**config.mk**
```make
export PLATFORM = sky130hd
export DESIGN_NAME = decaying_priority_task_picker_core
export DESIGN_NICKNAME = d
export VERILOG_FILES = /design/src/design/dptp_pkg.sv /design/src/design/decaying_priority_task_picker_core.sv /design/src/design/dptp_cell.sv /design/src/design/dptp_ctrl.sv
export SDC_FILE = /design/constraint.sdc
export NUM_CORES = 2
export LEC_CHECK = 0
export BUFFER_PORTS_ARGS = -buffer_cell sky130_fd_sc_hd__buf_4
export CELL_PAD_IN_SITES_DETAIL_PLACEMENT = 0
export CELL_PAD_IN_SITES_GLOBAL_PLACEMENT = 2
export CORE_MARGIN = 2
export CORE_UTILIZATION = 45
export CTS_CLUSTER_DIAMETER = 120
export CTS_CLUSTER_SIZE = 10
export DETAILED_ROUTE_END_ITERATION = 7
export GPL_ROUTABILITY_DRIVEN = 0
export PLACE_DENSITY = 0.8
export REMOVE_ABC_BUFFERS = 1
export SLEW_MARGIN = 30
export SYNTH_ARGS = -nofsm -noshare
export SYNTH_HDL_FRONTEND = slang
export SYNTH_SLANG_ARGS = --single-unit
```
**constraint.sdc**
```tcl
create_clock -name clk -period 4.1 [get_ports clk]
set_input_delay 0.205 -clock clk [delete_from_list [all_inputs] [get_ports clk]]
set_output_delay 0.205 -clock clk [all_outputs]
set_load 0.01 [all_outputs]
```
**src/design/dptp_pkg.sv**
```systemverilog
// Package for the decaying priority task picker: table sizes, request and
// status codes, controller states and the structs passed along the cell row.
// No dependencies.
package dptp_pkg;

	localparam int TABLE_DEPTH = 32;
	localparam int IDX_W       = $clog2(TABLE_DEPTH);
	localparam int CNT_W       = $clog2(TABLE_DEPTH + 1);
	localparam int ENERGY_W    = 32;
	localparam int ID_W        = 6;
	localparam int OP_W        = 2;
	localparam int STATUS_W    = 3;
	localparam int IN_TDATA_W  = 32;
	localparam int OUT_TDATA_W = 40;

	typedef enum logic [OP_W-1:0] {
		OP_CREATE = 2'd0,
		OP_SCHED  = 2'd1,
		OP_CLEAR  = 2'd2,
		OP_UNUSED = 2'd3
	} op_t;

	typedef enum logic [STATUS_W-1:0] {
		STS_CREATED = 3'd0,
		STS_FULL    = 3'd1,
		STS_PICKED  = 3'd2,
		STS_NONE    = 3'd3,
		STS_CLEARED = 3'd4
	} status_t;

	typedef enum logic [1:0] {
		ST_IDLE,
		ST_SCAN,
		ST_DONE
	} state_t;

	// Running maximum that walks down the cell row during a scan.
	typedef struct packed {
		logic                vld;
		logic                found;
		logic [IDX_W-1:0]    sel;
		logic [ENERGY_W-1:0] best;
	} tok_t;

	// Broadcast from the controller to every cell.
	typedef struct packed {
		logic                wr;
		logic [IDX_W-1:0]    idx;
		logic [ENERGY_W-1:0] wdata;
		logic [CNT_W-1:0]    cnt;
	} ctl_t;

endpackage

```
**src/design/decaying_priority_task_picker_core.sv**
```systemverilog
// Top level of the decaying priority task picker: the request sequencer and
// a row of TABLE_DEPTH energy cells that pass the scan token one per cycle.
// Depends on dptp_pkg, dptp_cell and dptp_ctrl.
//
//   channel   | direction | tuser           | tdata
//   ----------+-----------+-----------------+-------------------------------
//   s_axis    | in        | [1:0] op        | [31:0] start_energy
//   m_axis    | out       | [2:0] status    | [5:0] task_id, [37:6] energy_left
//
// Create, clear and unused requests go from the result register to the output register.
// A schedule request walks the cell row, one cell per cycle, and its result then
// passes through the result register and the output register.
// One request is in work at a time; the next is taken once the result sits in
// the output register, even while that result waits on m_axis_tready.
// arst_n clears the task count and all handshake state; energies are not reset.
module decaying_priority_task_picker_core (
	input  logic        clk,
	input  logic        arst_n,
	input  logic        s_axis_tvalid,
	output logic        s_axis_tready,
	input  logic [31:0] s_axis_tdata,   // [31:0] start_energy
	input  logic [1:0]  s_axis_tuser,   // [1:0] op
	output logic        m_axis_tvalid,
	input  logic        m_axis_tready,
	output logic [39:0] m_axis_tdata,   // [5:0] task_id, [37:6] energy_left, [39:38] zero
	output logic [2:0]  m_axis_tuser    // [2:0] status
);
	import dptp_pkg::*;

	ctl_t                ctl;
	tok_t                tok [0:TABLE_DEPTH];
	logic [ID_W-1:0]     rsp_id;
	logic [ENERGY_W-1:0] rsp_energy;

	dptp_ctrl u_ctrl (
		.clk        (clk),
		.arst_n     (arst_n),
		.req_valid  (s_axis_tvalid),
		.req_ready  (s_axis_tready),
		.req_op     (s_axis_tuser),
		.req_energy (s_axis_tdata),
		.rsp_valid  (m_axis_tvalid),
		.rsp_ready  (m_axis_tready),
		.rsp_status (m_axis_tuser),
		.rsp_id     (rsp_id),
		.rsp_energy (rsp_energy),
		.ctl        (ctl),
		.tok_start  (tok[0]),
		.tok_end    (tok[TABLE_DEPTH])
	);

	for (genvar i = 0; i < TABLE_DEPTH; i++) begin : g_cell
		dptp_cell u_cell (
			.clk     (clk),
			.arst_n  (arst_n),
			.my_idx  (IDX_W'(i)),
			.ctl     (ctl),
			.tok_in  (tok[i]),
			.tok_out (tok[i+1])
		);
	end

	assign m_axis_tdata = {(OUT_TDATA_W - ID_W - ENERGY_W)'(0), rsp_energy, rsp_id};

endmodule

```
**src/design/dptp_cell.sv**
```systemverilog
// One table entry of the task picker: holds a task's energy and folds it into
// the running maximum token that passes through on its way down the row.
// Depends on dptp_pkg.
module dptp_cell (
	input  logic                  clk,
	input  logic                  arst_n,
	input  logic [dptp_pkg::IDX_W-1:0] my_idx,
	input  dptp_pkg::ctl_t        ctl,
	input  dptp_pkg::tok_t        tok_in,
	output dptp_pkg::tok_t        tok_out
);
	import dptp_pkg::*;

	logic [ENERGY_W-1:0] energy_q;
	logic                vld_q;
	logic                found_q;
	logic [IDX_W-1:0]    sel_q;
	logic [ENERGY_W-1:0] best_q;
	logic                active;
	logic                wins;

	assign active = {1'b0, my_idx} < ctl.cnt;
	// Strictly greater keeps the earlier (lower) index on a tie.
	assign wins   = active && (energy_q > tok_in.best);

	always_ff @(posedge clk) begin
		if (ctl.wr && (ctl.idx == my_idx)) begin
			energy_q <= ctl.wdata;
		end
	end

	always_ff @(posedge clk or negedge arst_n) begin
		if (!arst_n) begin
			vld_q <= 1'b0;
		end else begin
			vld_q <= tok_in.vld;
		end
	end

	always_ff @(posedge clk) begin
		if (wins) begin
			found_q <= 1'b1;
			sel_q   <= my_idx;
			best_q  <= energy_q;
		end else begin
			found_q <= tok_in.found;
			sel_q   <= tok_in.sel;
			best_q  <= tok_in.best;
		end
	end

	assign tok_out = {vld_q, found_q, sel_q, best_q};

endmodule

```
**src/design/dptp_ctrl.sv**
```systemverilog
// Request sequencer of the task picker: task count, create/clear handling,
// scan launch and write-back of the decremented energy, and the result register.
// Depends on dptp_pkg.
module dptp_ctrl (
	input  logic                           clk,
	input  logic                           arst_n,
	input  logic                           req_valid,
	output logic                           req_ready,
	input  logic [dptp_pkg::OP_W-1:0]      req_op,
	input  logic [dptp_pkg::ENERGY_W-1:0]  req_energy,
	output logic                           rsp_valid,
	input  logic                           rsp_ready,
	output logic [dptp_pkg::STATUS_W-1:0]  rsp_status,
	output logic [dptp_pkg::ID_W-1:0]      rsp_id,
	output logic [dptp_pkg::ENERGY_W-1:0]  rsp_energy,
	output dptp_pkg::ctl_t                 ctl,
	output dptp_pkg::tok_t                 tok_start,
	input  dptp_pkg::tok_t                 tok_end
);
	import dptp_pkg::*;

	state_t               state_q, state_d;
	logic [CNT_W-1:0]     cnt_q;
	status_t              res_status_q;
	logic [ID_W-1:0]      res_id_q;
	logic [ENERGY_W-1:0]  res_energy_q;
	logic                 out_valid_q;
	status_t              out_status_q;
	logic [ID_W-1:0]      out_id_q;
	logic [ENERGY_W-1:0]  out_energy_q;
	logic                 accept;
	logic                 has_room;
	logic                 scan_done;
	logic                 out_free;
	logic [ENERGY_W-1:0]  best_dec;
	op_t                  op;

	assign op        = op_t'(req_op);
	assign accept    = req_valid && req_ready;
	assign has_room  = cnt_q < CNT_W'(TABLE_DEPTH);
	assign scan_done = (state_q == ST_SCAN) && tok_end.vld;
	assign out_free  = !out_valid_q || rsp_ready;
	assign best_dec  = tok_end.best - ENERGY_W'(1);

	always_comb begin
		state_d = state_q;
		unique case (state_q)
			ST_IDLE: begin
				if (accept) begin
					state_d = (op == OP_SCHED) ? ST_SCAN : ST_DONE;
				end
			end
			ST_SCAN: begin
				if (tok_end.vld) begin
					state_d = ST_DONE;
				end
			end
			ST_DONE: begin
				if (out_free) begin
					state_d = ST_IDLE;
				end
			end
			default: state_d = ST_IDLE;
		endcase
	end

	always_comb begin
		req_ready       = (state_q == ST_IDLE);
		tok_start.vld   = accept && (op == OP_SCHED);
		tok_start.found = 1'b0;
		tok_start.sel   = '0;
		tok_start.best  = '0;
		ctl.cnt         = cnt_q;
		ctl.wr          = 1'b0;
		ctl.idx         = cnt_q[IDX_W-1:0];
		ctl.wdata       = req_energy;
		// The scan token is back only in ST_SCAN, so the two writes never meet.
		if (scan_done) begin
			ctl.wr    = tok_end.found;
			ctl.idx   = tok_end.sel;
			ctl.wdata = best_dec;
		end else if (accept && (op == OP_CREATE) && has_room) begin
			ctl.wr = 1'b1;
		end
	end

	always_ff @(posedge clk or negedge arst_n) begin
		if (!arst_n) begin
			state_q     <= ST_IDLE;
			cnt_q       <= '0;
			out_valid_q <= 1'b0;
		end else begin
			state_q <= state_d;
			if (accept && (op == OP_CREATE) && has_room) begin
				cnt_q <= cnt_q + CNT_W'(1);
			end else if (accept && (op == OP_CLEAR)) begin
				cnt_q <= '0;
			end
			if ((state_q == ST_DONE) && out_free) begin
				out_valid_q <= 1'b1;
			end else if (rsp_ready) begin
				out_valid_q <= 1'b0;
			end
		end
	end

	always_ff @(posedge clk) begin
		if (accept) begin
			case (op)
				OP_CREATE: begin
					if (has_room) begin
						res_status_q <= STS_CREATED;
						res_id_q     <= ID_W'(cnt_q + CNT_W'(1));
						res_energy_q <= req_energy;
					end else begin
						res_status_q <= STS_FULL;
						res_id_q     <= '0;
						res_energy_q <= '0;
					end
				end
				OP_CLEAR: begin
					res_status_q <= STS_CLEARED;
					res_id_q     <= '0;
					res_energy_q <= '0;
				end
				default: begin
					res_status_q <= STS_NONE;
					res_id_q     <= '0;
					res_energy_q <= '0;
				end
			endcase
		end else if (scan_done) begin
			if (tok_end.found) begin
				res_status_q <= STS_PICKED;
				res_id_q     <= ID_W'({1'b0, tok_end.sel} + (IDX_W + 1)'(1));
				res_energy_q <= best_dec;
			end else begin
				res_status_q <= STS_NONE;
				res_id_q     <= '0;
				res_energy_q <= '0;
			end
		end
		if ((state_q == ST_DONE) && out_free) begin
			out_status_q <= res_status_q;
			out_id_q     <= res_id_q;
			out_energy_q <= res_energy_q;
		end
	end

	assign rsp_valid  = out_valid_q;
	assign rsp_status = out_status_q;
	assign rsp_id     = out_id_q;
	assign rsp_energy = out_energy_q;

	a_cnt_bound: assert property (@(posedge clk) disable iff (!arst_n)
		cnt_q <= CNT_W'(TABLE_DEPTH))
		else $error("task count exceeds the table depth");

	a_tok_in_scan: assert property (@(posedge clk) disable iff (!arst_n)
		tok_end.vld |-> (state_q == ST_SCAN))
		else $error("scan token returned outside a scan");

	a_sched_scans: assert property (@(posedge clk) disable iff (!arst_n)
		tok_start.vld |=> (state_q == ST_SCAN))
		else $error("schedule request did not start a scan");

	a_done_emits: assert property (@(posedge clk) disable iff (!arst_n)
		((state_q == ST_DONE) && out_free) |=> (rsp_valid && (state_q == ST_IDLE)))
		else $error("finished result was not presented");

endmodule

```
==> results.cfg <==
[finish]
n_fill_cell = 18500
final_util_pct = 51.8
final_design_area_no_fill_um2 = 112000
drive_gt1_share_pct = 19.8
nNetsFinal = 9034
areaGrowthSynthToFinish_pct = 14.6
multi_input_area_um2 = 36400
regArea_um2 = 58000

[die]
io_pins = 83
die_area_um2 = 222000
row_count = 171
start_util_pct = 45.2
die_width_um = 471
core_area_um2 = 217000
die_y_um = 471

[logic_synthesis]
synthesis.area_um2 = 98100
synth_top_area_share_pct = 33.9
synthArstFlopShare_pct = 1.76
ys_seq_elements = 2332
synth_edf_count = 1106
syn_avg_cell_area_um2 = 12.9
synthCells = 7584
yosys_most_used_dff = dfxtp_1
yosysWarningCount = 0
ys_top_cells_by_area = edfxtp_1 34%, dfxtp_1 24%, ha_1 13%
yosys.area.top_type = edfxtp_1
ys_types = 69
synth_seq_area_share_pct = 59.1

[worst_setup_path]
critical_path.top_delay_family = simple AND/OR/NAND/NOR gates
r2r_end = g_cell[8].u_cell.energy_q[2]
max_stage_delay_ns = 0.50
r2r_slack_ns = 0.44
cp-end-kind = register
worstPathCellList = nor2_1 -> nand2_1 -> nor2_1 -> inv_1 -> or3_1 -> o32ai_2 -> nand2_1 -> nor2_2 -> buf_4
reg2regPathDepth = 9
cp-start-kind = register
critPathLaunch = u_ctrl.state_q[0]
crit_path_end = g_cell[8].u_cell.energy_q[2]
cp_num_cells = 9
cp.required_ns = 4.63
reg2reg_from = u_ctrl.state_q[0]
path_class = reg2reg
worstPathArrival_ns = 4.19
cp_max_fo = 32
cp_num_buf_inv = 2
slowest_stage = or3_1

[clock_tree]
cts_setup_buffers = 0
worstSkewPairLatency_ns = 0.93
htree_levels = 5
clk_path_buf_depth = 4
cts.sinks = 2332
cts_tree = yes
root_buffer = clkbuf_16
numCtsBuffers = 283
clkTransAtPathRegs_ns = 0.06

[timing]
setup_viol = 0
rsz0062_at_grt = no
fmax_mhz = 273
hold-worst-slack_ns = 0.116
period_share_pct = 89.3
worst_pin_slew_ns = 0.915
slew_viol_final = 0
fin_skew_ns = 0.0490
hold_viol = 0
slew_headroom_pct = 37.4
setup_tns_ns = 0
min_period_ns = 3.66

[drt]
postRouteAntennaNets = 0
wl_um = 240000
drt-wirelength-per-cell_um = 21.7
avgViaCountPerCell = 5.20
drc = 0
drt-initial-drc-count = 3625
drtPass1Iterations = 7
vias = 57500

[hold_path]
hp-start = s_axis_tdata[1]
min_path_type = in2reg

[global_route]
grt_pass1_vias = 59500
grt_max_degree = 65
grt_overflow = 0
antenna_found_initial = 23
grt_usage_pct = 21.6
grt_pass1_wl_um = 362000

[outcome]
status = finished, final reports clean

[pwr]
power_density_nw_per_um2 = 648
power.leakage_nw = 45.2
power.total_mw = 72.9
ir_worst_vdd_v = 0.000509

[placed_design]
dp_hpwl_um = 162000
placed_area_um2 = 104000
numPortBuffers = 80

[run]
cap_violations = 0
[per-stage QoR]
step                instances  setup slack [ns]
global route            11000             0.209
CTS                     11000             0.380
floorplan                7442            -0.510
finish                  11100             0.438
detailed placement      10500            0.0278
global placement        10500            0.0783
[state kept, by name, indices dropped and copies added (netlist names)]
signal and cells:
g_cell.u_cell.energy_q 1024, u_ctrl.res_energy_q 32, u_ctrl.rsp_id 6, u_ctrl.res_id_q 6, u_ctrl.res_status_q 3, u_ctrl.rsp_energy 32, u_ctrl.cnt_q 6, u_ctrl.state_q 2
u_ctrl.rsp_valid 1, u_ctrl.rsp_status 3, g_cell.u_cell.best_q 1024, g_cell.u_cell.found_q 32, g_cell.u_cell.sel_q 129, g_cell.u_cell.vld_q 32
[kinds of logic after synthesis]
| kind of cell | share of synthesized area (%) |
|---|---|
| XOR/XNOR | 0.312 |
| AO/OA/AOI/OAI | 5.73 |
| adder cells (fa/ha/maj) | 12.7 |
| flip-flops | 59.1 |
| AND/OR/NAND/NOR | 6.13 |
| other | 0.00382 |
| buffers and inverters | 4.64 |
| multiplexers | 11.4 |
[worst min-delay path by stage]
stage                                         end  slack [ns]  cells past startpoint
after global routing      u_ctrl.res_energy_q[13]         0.1                      4
final                      u_ctrl.res_energy_q[1]        0.12                      4
after CTS                 u_ctrl.res_energy_q[13]        0.06                      4
after global placement           u_ctrl.rsp_valid        0.21                      1
after floorplan            g_cell[0].u_cell.vld_q       -0.09                      0
after detailed placement         u_ctrl.rsp_valid        0.21                      1
[cells in the final DEF (no fill, tap or decap), drive strengths merged, types with 5 or more instances in the layout]
| cell type | count |
|---|---|
| a2111oi | 39 |
| xor2 | 12 |
| o22ai | 6 |
| or2 | 15 |
| or4 | 6 |
| clkbuf | 475 |
| and4 | 17 |
| nand2b | 99 |
| dfxtp | 1185 |
| nand2 | 273 |
| xnor2 | 23 |
| a21oi | 408 |
| a221oi | 22 |
| ha | 997 |
| nand3 | 88 |
| or3 | 16 |
| nor3 | 60 |
| o211ai | 35 |
| diode | 5 |
| a211oi | 29 |
| buf | 232 |
| nor4 | 50 |
| a221o | 24 |
| edfxtp | 1106 |
| o21ai | 192 |
| and3 | 35 |
| a22oi | 6 |
| and2 | 95 |
| dlygate4sd3 | 40 |
| dfrtp | 41 |
| mux2 | 992 |
| nor2b | 34 |
| a21o | 92 |
| a31oi | 31 |
| nor2 | 148 |
| inv | 1026 |
| nand4 | 199 |
[routing by layer]
metal | GRT usage, % | part of all wire [%] | routed length (µm) | vias up
met4 | 5.94 | 2.7 | 6420 | 0
met5 | 0 | 0 | 0 | -
li1 | - | - | - | 27900
met3 | 2.73 | 3.9 | 9460 | 397
met1 | 27.2 | 43 | 103000 | 28100
met2 | 38.7 | 51 | 122000 | 1067
[cell type report]
type,count,area share [%]
Sequential cell,2332,51.6
Multi-Input combinational cell,4087,32.4
Clock buffer,475,7.08
Inverter,1023,3.42
Tap cell,2854,3.18
Timing Repair Buffer,272,2.32
Clock inverter,5,0.0456
Antenna cell,5,0.0111
[what timing repair did]
item | in CTS | in global routing
endpoints found under the setup margin | 31 | 0
hold buffers | 41 | 0
endpoints found under the hold margin | 405 | 0
gates resized for setup | 1 | 0
[power by group]
part | leakage [nW] | switching (mW) | internal (mW)
Clock | 3.82 | 9.14 | 13.1
Combinational | 21.0 | 9.04 | 8.16
Sequential | 20.4 | 3.42 | 30.0
[cells in the mapped netlist, types with 29 or more instances]
cell type	number
a211oi_1	29
nor4_1	50
nand2b_1	99
mux2_2	978
dfxtp_1	1185
edfxtp_1	1106
buf_2	78
o21ai_0	192
nand3_1	88
nand4_1	199
a2111oi_0	38
a21o_1	92
and3_1	35
o211ai_1	35
nor2_1	148
nor3_1	58
ha_1	997
a21oi_1	406
clkbuf_1	36
nor2b_1	34
and2_1	90
inv_1	1023
nand2_1	273
dfrtp_1	41
[worst reg2reg max path: cells and delay by family, from the launching register on]
kind,cells,cell delay [ns]
flops,1,0.41
compound gates,1,0.37
buf+inv,2,0.66
simple gates,6,1.81
Note: power is estimated with default switching activity, not from simulation.
